==> src/sv/ipr_pkg.sv <==
// Shared types, codes and sizes for the IP reassembly context table.
package ipr_pkg;

  localparam int ENTRIES = 8;
  localparam int IDX_W   = (ENTRIES > 1) ? $clog2(ENTRIES) : 1;
  localparam int CNT_W   = $clog2(ENTRIES + 1);
  localparam int CMP_W   = (CNT_W > 4) ? CNT_W : 4;
  localparam int RS_W    = (IDX_W > 3) ? IDX_W : 3;
  localparam int BYTES_W = 20;

  localparam logic [1:0] OP_FRAG = 2'd0;
  localparam logic [1:0] OP_TICK = 2'd1;
  localparam logic [1:0] OP_REL  = 2'd2;

  localparam logic [2:0] ST_OK         = 3'd0;
  localparam logic [2:0] ST_TOO_BIG    = 3'd1;
  localparam logic [2:0] ST_MEMORY     = 3'd2;
  localparam logic [2:0] ST_TOO_MANY   = 3'd3;
  localparam logic [2:0] ST_NO_CONTEXT = 3'd4;

  localparam logic [2:0] CFG_MAX_CTX  = 3'd0;
  localparam logic [2:0] CFG_MAX_PKT  = 3'd1;
  localparam logic [2:0] CFG_MEM_CAP  = 3'd2;
  localparam logic [2:0] CFG_EXPIRY   = 3'd3;

  typedef struct packed {
    logic [1:0]  op;
    logic [31:0] source_address;
    logic [31:0] dest_address;
    logic [15:0] packet_ident;
    logic [7:0]  protocol;
    logic [15:0] frag_offset;
    logic [15:0] payload_length;
    logic [31:0] time_now;
    logic [2:0]  release_slot;
  } ipr_in_t;

  typedef struct packed {
    logic [2:0]  status;
    logic [2:0]  slot;
    logic [15:0] assembled_length;
    logic        new_context;
    logic [3:0]  expired_count;
    logic [18:0] bytes_in_use;
  } ipr_out_t;

  // Record that walks down the cell row with a request.
  typedef struct packed {
    logic               hit_found;
    logic [IDX_W-1:0]   hit_idx;
    logic [15:0]        hit_len;
    logic               free_found;
    logic [IDX_W-1:0]   free_idx;
    logic [CNT_W-1:0]   drop_cnt;
    logic [BYTES_W-1:0] drop_bytes;
  } ipr_rec_t;

  // Entry update broadcast to the cells.
  typedef struct packed {
    logic             en;
    logic [IDX_W-1:0] idx;
    logic             set_valid;
    logic [63:0]      pair;
    logic [23:0]      idp;
    logic [15:0]      len;
    logic [31:0]      expiry;
  } ipr_wr_t;

endpackage

==> src/sv/ip_reassembly_context_table_core.sv <==
// Top level of the IP reassembly context table: request control, totals and result register.
//
// Requests enter on in_valid/in_stall with one ipr_in_t per request: a fragment
// header (find or open a context, refresh expiry, grow length), a time tick
// (drop contexts whose expiry is before time_now) or a release of one slot.
// Each request produces exactly one ipr_out_t on out_valid/out_stall.
// The request walks a row of ENTRIES slot cells, one cell per cycle, gathering
// the match, the first free slot and tick drops; the apply state then decides
// and writes the chosen slot, and the result waits in the hold state until the
// output register takes it; no new request is taken before then.
// in_stall is high from acceptance until the result enters the output
// register. When out_stall holds the output register, the finished result
// waits and the next request is not taken.
// cfg_we writes registers 0..3 (max contexts, max packet length, memory cap,
// expiry seconds); other indexes are ignored. Write only while idle.
// Reset (synchronous, rst_n low) empties the table, clears the byte and
// context totals and loads the default configuration; no clearing pass.
module ip_reassembly_context_table_core (
  input  logic              clk,
  input  logic              rst_n,
  input  logic              in_valid,
  output logic              in_stall,
  input  ipr_pkg::ipr_in_t  in_data,
  output logic              out_valid,
  input  logic              out_stall,
  output ipr_pkg::ipr_out_t out_data,
  input  logic              cfg_we,
  input  logic [2:0]        cfg_index,
  input  logic [18:0]       cfg_wdata
);
  import ipr_pkg::*;

  typedef enum logic [1:0] {S_IDLE, S_WALK, S_APPLY, S_HOLD} state_t;

  state_t             state_r;
  ipr_in_t            req_r;
  logic               start_r;
  logic [BYTES_W-1:0] bytes_r;
  logic [CNT_W-1:0]   count_r;
  logic [3:0]         max_ctx_r;
  logic [15:0]        max_pkt_r;
  logic [18:0]        cap_r;
  logic [15:0]        exp_sec_r;
  ipr_out_t           res_r;
  logic               out_valid_r;
  ipr_out_t           out_data_r;

  logic               tok   [ENTRIES+1];
  ipr_rec_t           rec   [ENTRIES+1];
  logic [ENTRIES-1:0] valid_vec;
  logic [ENTRIES:0]   tok_vec;

  ipr_wr_t            wr;
  ipr_out_t           res_nxt;
  logic [BYTES_W-1:0] bytes_nxt;
  logic [CNT_W-1:0]   count_nxt;

  logic               in_acc;
  logic               out_free;

  assign in_acc   = in_valid && !in_stall;
  assign out_free = !out_valid_r || !out_stall;
  assign in_stall = (state_r != S_IDLE);

  assign tok[0] = start_r;
  assign rec[0] = '0;

  for (genvar i = 0; i < ENTRIES; i++) begin : g_cell
    ipr_cell u_cell (
      .clk      (clk),
      .rst_n    (rst_n),
      .cell_idx (IDX_W'(i)),
      .req      (req_r),
      .tok_in   (tok[i]),
      .rec_in   (rec[i]),
      .wr       (wr),
      .tok_out  (tok[i+1]),
      .rec_out  (rec[i+1]),
      .valid_o  (valid_vec[i])
    );
  end

  for (genvar i = 0; i <= ENTRIES; i++) begin : g_tok
    assign tok_vec[i] = tok[i];
  end

  // Decide and update once the record has left the last cell.
  always_comb begin
    ipr_rec_t           rc;
    logic [16:0]        ext;
    logic [15:0]        old_len;
    logic               hit;
    logic               no_room;
    logic [IDX_W-1:0]   target;
    logic               grow;
    logic               too_big;
    logic               mem_err;
    logic [BYTES_W:0]   new_total;

    rc        = rec[ENTRIES];
    ext       = {1'b0, req_r.frag_offset} + {1'b0, req_r.payload_length};
    hit       = rc.hit_found;
    old_len   = hit ? rc.hit_len : 16'd0;
    no_room   = !hit && ((CMP_W'(count_r) >= CMP_W'(max_ctx_r)) || !rc.free_found);
    target    = hit ? rc.hit_idx : rc.free_idx;
    grow      = ext > {1'b0, old_len};
    too_big   = grow && (ext > {1'b0, max_pkt_r});
    new_total = {1'b0, bytes_r} - {{(BYTES_W-15){1'b0}}, old_len}
              + {{(BYTES_W-16){1'b0}}, ext};
    mem_err   = grow && (new_total > {{(BYTES_W-18){1'b0}}, cap_r});

    wr        = '0;
    wr.idx    = target;
    wr.pair   = {req_r.source_address, req_r.dest_address};
    wr.idp    = {req_r.packet_ident, req_r.protocol};
    wr.len    = grow ? ext[15:0] : old_len;
    wr.expiry = req_r.time_now + {16'd0, exp_sec_r};
    bytes_nxt = bytes_r;
    count_nxt = count_r;
    res_nxt   = '0;
    res_nxt.status = ST_OK;

    unique case (req_r.op)
      OP_FRAG: begin
        if (no_room) begin
          res_nxt.status = ST_TOO_MANY;
        end else if (too_big || mem_err) begin
          // free the context; a fresh one was never marked valid
          res_nxt.status      = too_big ? ST_TOO_BIG : ST_MEMORY;
          res_nxt.slot        = 3'(target);
          res_nxt.new_context = !hit;
          if (hit) begin
            wr.en     = 1'b1;
            bytes_nxt = BYTES_W'(bytes_r - {{(BYTES_W-16){1'b0}}, old_len});
            count_nxt = CNT_W'(count_r - 1'b1);
          end
        end else begin
          wr.en                    = 1'b1;
          wr.set_valid             = 1'b1;
          res_nxt.slot             = 3'(target);
          res_nxt.assembled_length = wr.len;
          res_nxt.new_context      = !hit;
          if (grow) begin
            bytes_nxt = new_total[BYTES_W-1:0];
          end
          if (!hit) begin
            count_nxt = CNT_W'(count_r + 1'b1);
          end
        end
      end
      OP_TICK: begin
        bytes_nxt             = BYTES_W'(bytes_r - rc.drop_bytes);
        count_nxt             = CNT_W'(count_r - rc.drop_cnt);
        res_nxt.expired_count = 4'(rc.drop_cnt);
      end
      OP_REL: begin
        res_nxt.slot = req_r.release_slot;
        if (hit) begin
          wr.en     = 1'b1;
          bytes_nxt = BYTES_W'(bytes_r - {{(BYTES_W-16){1'b0}}, old_len});
          count_nxt = CNT_W'(count_r - 1'b1);
        end else begin
          res_nxt.status = ST_NO_CONTEXT;
        end
      end
      default: begin
      end
    endcase

    if (state_r != S_APPLY) begin
      wr.en = 1'b0;
    end
    res_nxt.bytes_in_use = bytes_nxt[18:0];
  end

  always_ff @(posedge clk) begin
    if (!rst_n) begin
      state_r     <= S_IDLE;
      start_r     <= 1'b0;
      bytes_r     <= '0;
      count_r     <= '0;
      max_ctx_r   <= 4'd4;
      max_pkt_r   <= 16'd4096;
      cap_r       <= 19'd16384;
      exp_sec_r   <= 16'd10;
      out_valid_r <= 1'b0;
    end else begin
      start_r <= in_acc;
      if (cfg_we) begin
        unique case (cfg_index)
          CFG_MAX_CTX: max_ctx_r <= cfg_wdata[3:0];
          CFG_MAX_PKT: max_pkt_r <= cfg_wdata[15:0];
          CFG_MEM_CAP: cap_r     <= cfg_wdata;
          CFG_EXPIRY:  exp_sec_r <= cfg_wdata[15:0];
          default: begin
          end
        endcase
      end
      if (state_r == S_HOLD && out_free) begin
        out_valid_r <= 1'b1;
        out_data_r  <= res_r;
      end else if (out_valid_r && !out_stall) begin
        out_valid_r <= 1'b0;
      end
      unique case (state_r)
        S_IDLE: begin
          if (in_acc) begin
            req_r   <= in_data;
            state_r <= S_WALK;
          end
        end
        S_WALK: begin
          if (tok[ENTRIES]) begin
            state_r <= S_APPLY;
          end
        end
        S_APPLY: begin
          bytes_r <= bytes_nxt;
          count_r <= count_nxt;
          res_r   <= res_nxt;
          state_r <= S_HOLD;
        end
        S_HOLD: begin
          // hold the result until the output register frees up
          if (out_free) begin
            state_r <= S_IDLE;
          end
        end
        default: state_r <= S_IDLE;
      endcase
    end
  end

  assign out_valid = out_valid_r;
  assign out_data  = out_data_r;

  a_count_matches: assert property (@(posedge clk) disable iff (!rst_n)
    (state_r == S_IDLE) |-> (int'(count_r) == $countones(valid_vec)))
    else $error("context count disagrees with valid slots");

  a_one_token: assert property (@(posedge clk) disable iff (!rst_n)
    $onehot0(tok_vec))
    else $error("more than one request in the cell row");

  a_accept_walks: assert property (@(posedge clk) disable iff (!rst_n)
    in_acc |=> (state_r == S_WALK) && start_r)
    else $error("accepted request did not start a walk");

  a_result_from_hold: assert property (@(posedge clk) disable iff (!rst_n)
    $rose(out_valid_r) |-> $past(state_r == S_HOLD))
    else $error("result presented outside hold state");

  a_walk_ends: assert property (@(posedge clk) disable iff (!rst_n)
    (state_r == S_APPLY) |-> $past(tok[ENTRIES]))
    else $error("apply without finished walk");

endmodule

==> src/sv/ipr_cell.sv <==
// One context slot of the table, with the walk stage that passes the request record on.
module ipr_cell (
  input  logic                       clk,
  input  logic                       rst_n,
  input  logic [ipr_pkg::IDX_W-1:0]  cell_idx,
  input  ipr_pkg::ipr_in_t           req,
  input  logic                       tok_in,
  input  ipr_pkg::ipr_rec_t          rec_in,
  input  ipr_pkg::ipr_wr_t           wr,
  output logic                       tok_out,
  output ipr_pkg::ipr_rec_t          rec_out,
  output logic                       valid_o
);
  import ipr_pkg::*;

  logic        valid_r;
  logic [63:0] pair_r;
  logic [23:0] idp_r;
  logic [15:0] len_r;
  logic [31:0] exp_r;
  logic        tok_r;
  ipr_rec_t    rec_r;
  ipr_rec_t    rec_nxt;
  logic        drop_now;
  logic        key_hit;
  logic        rel_hit;
  logic        wr_me;

  assign key_hit = valid_r && (pair_r == {req.source_address, req.dest_address}) &&
                   (idp_r == {req.packet_ident, req.protocol});
  assign rel_hit = valid_r && (RS_W'(cell_idx) == RS_W'(req.release_slot));
  assign wr_me   = wr.en && (wr.idx == cell_idx);

  always_comb begin
    rec_nxt  = rec_in;
    drop_now = 1'b0;
    unique case (req.op)
      OP_FRAG: begin
        if (key_hit && !rec_in.hit_found) begin
          rec_nxt.hit_found = 1'b1;
          rec_nxt.hit_idx   = cell_idx;
          rec_nxt.hit_len   = len_r;
        end
        if (!valid_r && !rec_in.free_found) begin
          rec_nxt.free_found = 1'b1;
          rec_nxt.free_idx   = cell_idx;
        end
      end
      OP_TICK: begin
        // expire strictly before now
        if (valid_r && (req.time_now > exp_r)) begin
          drop_now           = 1'b1;
          rec_nxt.drop_cnt   = CNT_W'(rec_in.drop_cnt + 1'b1);
          rec_nxt.drop_bytes = BYTES_W'(rec_in.drop_bytes + {{(BYTES_W-16){1'b0}}, len_r});
        end
      end
      OP_REL: begin
        if (rel_hit) begin
          rec_nxt.hit_found = 1'b1;
          rec_nxt.hit_idx   = cell_idx;
          rec_nxt.hit_len   = len_r;
        end
      end
      default: begin
      end
    endcase
  end

  always_ff @(posedge clk) begin
    if (!rst_n) begin
      valid_r <= 1'b0;
      tok_r   <= 1'b0;
    end else begin
      tok_r <= tok_in;
      if (tok_in && drop_now) begin
        valid_r <= 1'b0;
      end else if (wr_me) begin
        valid_r <= wr.set_valid;
      end
    end
  end

  always_ff @(posedge clk) begin
    if (tok_in) begin
      rec_r <= rec_nxt;
    end
    if (wr_me && wr.set_valid) begin
      pair_r <= wr.pair;
      idp_r  <= wr.idp;
      len_r  <= wr.len;
      exp_r  <= wr.expiry;
    end
  end

  assign tok_out = tok_r;
  assign rec_out = rec_r;
  assign valid_o = valid_r;

endmodule
==> config.mk <==
export PLATFORM = sky130hd
export DESIGN_NAME = ip_reassembly_context_table_core
export DESIGN_NICKNAME = d
export VERILOG_FILES = /design/src/sv/ipr_pkg.sv /design/src/sv/ip_reassembly_context_table_core.sv /design/src/sv/ipr_cell.sv
export SDC_FILE = /design/constraint.sdc
export NUM_CORES = 2
export LEC_CHECK = 0
export ABC_AREA = 0
export ABC_CLOCK_PERIOD_IN_PS = 13050
export BUFFER_PORTS_ARGS = -buffer_cell sky130_fd_sc_hd__buf_2
export CAP_MARGIN = 20
export CORE_MARGIN = 2
export CORE_UTILIZATION = 55
export CTS_CLUSTER_DIAMETER = 40
export CTS_CLUSTER_SIZE = 20
export DETAILED_ROUTE_END_ITERATION = 8
export GPL_ROUTABILITY_DRIVEN = 0
export PLACE_DENSITY = 0.74
export SKIP_CTS_REPAIR_TIMING = 1
export SYNTH_ARGS = -nofsm -noshare
export SYNTH_HDL_FRONTEND = slang
export SYNTH_SLANG_ARGS = --single-unit
==> constraint.sdc <==
create_clock -name clk -period 13.05 [get_ports clk]
set_input_delay 1.305 -clock clk [delete_from_list [all_inputs] [get_ports clk]]
set_output_delay 1.305 -clock clk [all_outputs]
set_load 0.05 [all_outputs]
[Word level (Yosys, flattened, before mapping)]
Index checks and enable logic that the tools add are counted.
Operators by class
  $add $sub $neg: 23
  magnitude comparators: 12
  eq/ne operators: 45
  mux-type cells: 104
  bitwise gates (word level): 2
  reduce and logical (&&, ||, !) cells: 134
Operator list (count)
  64-bit equality test: 8
  20-bit two-way mux: 21
  24-bit two-way mux: 14
  20-bit case mux with 2 select lines: 8
  32-bit > comparator: 8
  24-bit equality test: 8
  20-bit by 16-bit adder with 20-bit output: 7
  1-bit logical AND: 76
  4-bit two-way mux: 19
  20-bit case mux with 3 select lines: 1
  16-bit two-way mux: 3
  17-bit by 16-bit > comparator with 1-bit output: 2
  32-bit by 16-bit adder with 32-bit output: 1
  4-bit by 1-bit adder with 4-bit output, second input constant: 8
  1-bit zero test: 26
  1-bit two-way mux: 25
  21-bit by 17-bit adder with 21-bit output: 1
  21-bit by 19-bit > comparator with 1-bit output: 1
  21-bit two-way mux: 1
  20-bit by 16-bit subtractor with 21-bit output: 1
  20-bit by 16-bit subtractor with 20-bit output: 1
  20-bit subtractor: 1
  2-bit OR reduction: 9
  16-bit by 16-bit adder with 17-bit output: 1
  30 further kinds: 69
Storage, ports and cells
  bits in registers: 1820
  input port bits: 184
  word-level logic and storage cells: 456

[Longest topological paths before layout]
  depth after elaboration: 12
  gate-level depth with buffers: 34

[Hierarchy]
Synthesis repeated with hierarchy kept, for this count alone.
Unflattened totals
  cells, all modules: 6946
  area total of the unflattened synthesis: 90020.1 um^2
By module, submodules not included
  ipr_cell at g_cell[0].u_cell ...: instances 4, cells each 646, area each 8911.0 um^2, seq. area each 5565.3 um^2
  ip_reassembly_context_table_core: instances 1, cells each 1780, area each 18811.8 um^2, seq. area each 9138.8 um^2
  ipr_cell at g_cell[6].u_cell ...: instances 2, cells each 650, area each 8916.1 um^2, seq. area each 5565.3 um^2
  ipr_cell at g_cell[4].u_cell ...: instances 2, cells each 641, area each 8866.0 um^2, seq. area each 5565.3 um^2

[Least setup slack after synthesis]
OpenSTA, ideal clock, no wires.
  kind: register to register
  start point: register req_r[35] in the netlist's numbering
  end point: register g_cell[4].u_cell.valid_r
  setup time: 85 ps
  arrival: 12997 ps
  required time: 12965 ps
  path slack: -33 ps
  cell stages (with the launch flop): 33
  path buffers: 1
  clock period less this slack: 13083 ps
  path through: edfxtp_1 -> ha_1 -> inv_1 -> fa_1 -> nor2b_1 -> o31a_1 -> o221a_2 -> o21ai_0 -> nand2b_1 -> a21oi_1 -> xnor2_1 -> inv_1 -> fa_1 -> inv_1 -> ha_1 -> nand2_1 -> o21ai_0 -> o21bai_1 -> a21boi_0 -> xor2_1 -> inv_1 -> ha_1 -> nand4_1 -> or4_1 -> o32ai_1 -> a41o_1 -> o311ai_1 -> a2111oi_4 -> o211ai_2 -> buf_2 -> or3_1 -> nor2_1 -> o221a_2
On the way
  cells in the longest elaborated chain, start to end: 10
  elaborated cells between the ends (all ways): 16
  classes of those cells: 2 x add/sub; 3 x order compare; 7 x mux; 4 x reduce/logical
Ends and longest elaborated chain
  from (decl): RTL line ip_reassembly_context_table_core.sv:36  | ipr_in_t req_r;
  from (signal assigned): RTL line ip_reassembly_context_table_core.sv:208  | req_r <= in_data;
  16-bit by 16-bit adder with 17-bit output (*): RTL line ip_reassembly_context_table_core.sv:101  | ext = {1'b0, req_r.frag_offset} + {1'b0, req_r.payload_length};
  21-bit by 17-bit adder with 21-bit output: RTL line ip_reassembly_context_table_core.sv:109  | + {{(BYTES_W-16){1'b0}}, ext};
  21-bit by 19-bit > comparator with 1-bit output: RTL line ip_reassembly_context_table_core.sv:110  | mem_err = grow && (new_total > {{(BYTES_W-18){1'b0}}, cap_r});
  1-bit logical AND: RTL line ip_reassembly_context_table_core.sv:110
  1-bit logical OR (*): RTL line ip_reassembly_context_table_core.sv:127  | end else if (too_big || mem_err) begin
  1-bit two-way mux: RTL line ip_reassembly_context_table_core.sv:127
  1-bit two-way mux: RTL line ip_reassembly_context_table_core.sv:125  | if (no_room) begin
  1-bit case mux with 2 select lines: RTL line ip_reassembly_context_table_core.sv:123  | unique case (req_r.op)
  1-bit two-way mux: RTL line ip_reassembly_context_table_core.sv:170  | if (state_r != S_APPLY) begin
  1-bit logical AND: RTL line ipr_cell.sv:32  | assign wr_me = wr.en && (wr.idx == cell_idx);
  to (signal assigned): RTL line ipr_cell.sv:78  | valid_r <= wr.set_valid;
  to (decl): RTL line ipr_cell.sv:16  | logic valid_r;
Every way passes the cells marked *; elsewhere a longest branch is shown, timed or not.
A chain may end at the register's enable or synchronous reset.

[Worst setup path after layout]
  start point: register req_r[36] in the netlist's numbering
  end point: register g_cell[0].u_cell.pair_r[37] (enable)
On the way
  cells in the longest elaborated chain, start to end: 11
  elaborated cells between the ends (all ways): 17
  classes of those cells: 2 x add/sub; 3 x order compare; 7 x mux; 5 x reduce/logical
Ends and longest elaborated chain
  16-bit by 16-bit adder with 17-bit output (*): RTL line ip_reassembly_context_table_core.sv:101
  21-bit by 17-bit adder with 21-bit output: RTL line ip_reassembly_context_table_core.sv:109
  21-bit by 19-bit > comparator with 1-bit output: RTL line ip_reassembly_context_table_core.sv:110
  1-bit logical AND: RTL line ip_reassembly_context_table_core.sv:110
  1-bit logical OR (*): RTL line ip_reassembly_context_table_core.sv:127
  1-bit two-way mux: RTL line ip_reassembly_context_table_core.sv:127
  1-bit two-way mux: RTL line ip_reassembly_context_table_core.sv:125
  1-bit case mux with 2 select lines: RTL line ip_reassembly_context_table_core.sv:123
  1-bit two-way mux: RTL line ip_reassembly_context_table_core.sv:170
  1-bit logical AND: RTL line ipr_cell.sv:32
  1-bit logical AND (*): RTL line ipr_cell.sv:87  | if (wr_me && wr.set_valid) begin
  to (signal assigned): RTL line ipr_cell.sv:88  | pair_r <= wr.pair;
  to (decl): RTL line ipr_cell.sv:17  | logic [63:0] pair_r;
Marks and branches as above.

==> summary.txt <==
First-pass GRT wire length = 357 mm
Gr ovfl total = 0
Tot Pwr = 16.9 mW
Hold WC Path Type = reg -> reg
Warning count from the yosys run = 0
Max capacitance violation total = 0
IO buf count = 231
Top cell type's share of synthesized area = 0.593
Clock buffer depth = 3
Top cells by count, synth = edfxtp_1, inv_1, ha_1
Die height = 399 µm
Post-route DRC = 2
Syn-to-layout area delta = 14.7%
Post-layout min period = 9.72 ns
Setup crit end kind = flop
Starting Density = 0.555
Register area share after synthesis = 0.616
Clk network pwr share = 0.382
1st-iter DRT viols = 7199
Total Routed Length = 245 mm
Ports = 232
Area leader, netlist = edfxtp_1
Yosys reg bits = 1790
Most frequent cell after synthesis = edfxtp_1
Unrepaired setup endpoints after global routing = false
Core area = 154000 µm²
Final Skew = 0.0983 ns
CP startpoint kind = flop
Vias per inst = 6.25
DR vias = 58000
Die area = 159000 µm²
Fmax = 0.103 GHz
Power density cells = 172 nW/µm²
Top post-synthesis cells by area = edfxtp_1, ha_1, xnor2_1
Hpwl dp = 168 mm
Required @ worst endpoint = 13.56 ns
Fin Hold WS = 0.413 ns
CP Class = reg -> reg
Inst Count DP = 8831
Status = finished with violations
Net count, final = 7766
Drt pass-1 iters = 9
Hold Vio Cnt, Final = 0
Worst-Skew Late Latency = 0.90 ns
H-tree depth = 4
Drt wl/cell = 26.4 µm
Die width = 399 µm
Share of cells above drive strength 1 = 0.133
CTS root buf = clkbuf_16
Worst-path clk slew = 0.06 ns
Critical path peak fanout = 76
Failing checks = DRC
Slew @ Worst Pin = 1.28 ns
Vias in the first global route = 56700
Post-synth ARST share = 0
CTS sink count = 1790
Logic pwr share = 0.213
Post-synth EDFFs = 1691
Leakage power = 37.1 nW
FP Rows = 144
Initial antenna violation count = 20
Slowest stage delay, CP = 0.76 ns
Mean post-synth cell area = 13.0 µm²
DRT antenna net count = 0
Reg power frac = 0.405
Inserted Clock Buffers = 225
Layout Cells excl Fill = 9276
Ys flop type = edfxtp_1
Final setup viols = 0
GRT Total Usage = 0.305
Synth Cell Area = 85700 µm²
Fin crit share = 0.745
Post-synthesis cell count = 6575
Syn Nets = 7319
Slowest-stage cell, CP = buf_4
Final Max Tran Viols = 0
P_int = 11.6 mW
P_sw = 5.31 mW
CTS tree = yes
Netlist cell types = 87
Maximum VDD drop = 0.000151 V
Arrival time worst endpoint = 10.23 ns
Pin count of the biggest net entering global routing = 137
Max-slew headroom = 0.144
Net Sw Frac = 0.315
[routing by layer]
metal  global-route usage  wire length (µm)
met5                    0                59
met3               0.0816             28900
met2                0.466            108000
met4                0.178             16100
met1                0.395             91800
[area by class of cell]
type	count	area, µm²
fill	11100	56100
clock buffer	236	5720
inverter	622	2340
tap	2044	2560
clock inverter	194	2280
sequential	1790	52800
multi-input combinational	3986	30100
timing repair buffer	397	2510
antenna	7	17.5
[kinds of logic (layout without fill, tap and decap cells)]
family / count (synthesis) / after routing / share of synthesized area
AO/OA/AOI/OAI: 1315 / 1315 / 0.107
XOR/XNOR: 644 / 644 / 0.0658
multiplexers: 85 / 85 / 0.0109
flip-flops: 1790 / 1790 / 0.616
AND/OR/NAND/NOR: 1382 / 1382 / 0.0815
buffers and inverters: 799 / 1449 / 0.0351
other: 0 / 7 / 0
adder cells (fa/ha/maj): 560 / 560 / 0.0842
[critical path: cells and delay by family, from the launching register on]
family	cells	cell delay (ns)
buffers and inverters	5	1.60
XOR/XNOR	2	0.58
flip-flops	1	0.40
AND/OR/NAND/NOR	7	2.06
AO/OA/AOI/OAI	13	3.23
adder cells (fa/ha/maj)	4	1.46
[cell usage in the layout (no fill, tap or decap), types with 103 or more instances in the layout]
cell,netlist,routed
a21o_1,111,111
buf_2,7,232
nand2_1,383,383
nand3_1,103,103
buf_4,0,156
xnor2_1,374,374
inv_1,609,608
clkbuf_16,0,227
nor2_1,219,211
ha_1,532,532
a22o_1,132,132
nand4_1,149,149
a21oi_1,276,274
o21ai_0,226,217
edfxtp_1,1691,1691
xor2_1,270,270
[final timing paths]
path / start / to / slack, ns / cells past startpoint
worst min-delay path: res_r[13] / out_data[13] / 0.41 / 0
worst max-delay path: req_r[36] / g_cell[0].u_cell.pair_r[37] / 3.33 / 31
worst min register to register: res_r[13] / out_data[13] / 0.41 / 0
worst max register to register: req_r[36] / g_cell[0].u_cell.pair_r[37] / 3.33 / 31
[sequential cells by signal, indices dropped and copies added, names as in the netlist]
signal                 flops
count_r                    4
exp_sec_r                 16
g_cell.u_cell.rec_out    354
cap_r                     19
state_r                    2
bytes_r                   20
res_r                     46
start_r                    1
g_cell.u_cell.pair_r     512
g_cell.u_cell.idp_r      192
g_cell.u_cell.tok_out      8
max_ctx_r                  4
out_data                  46
out_valid                  1
req_r                    157
g_cell.u_cell.len_r      128
max_pkt_r                 16
g_cell.u_cell.exp_r      256
g_cell.u_cell.valid_o      8
[through the flow]
stage | setup TNS [ns] | utilization | setup slack (ns) | instance area [µm²]
3_3_place_gp | 0 | 0.584 | 3.69 | 90100
2_1_floorplan | -0.0981 | - | -0.0327 | 85700
5_1_grt | 0 | 0.636 | 2.82 | 98200
3_5_place_dp | 0 | 0.584 | 3.56 | 90100
6_report | 0 | 0.636 | 3.33 | 98300
4_1_cts | 0 | 0.635 | 3.56 | 98100
[power by group through the flow]
stage	sequential, mW	combinational (mW)	clock [mW]
6_report	6.83	3.59	6.44
5_1_grt	6.84	3.84	6.73
4_1_cts	6.85	3.45	6.50
3_5_place_dp	6.97	3.42	0
3_3_place_gp	6.96	3.32	0
2_1_floorplan	6.96	2.10	0
No activity file was read; power rests on OpenSTA's default activity.
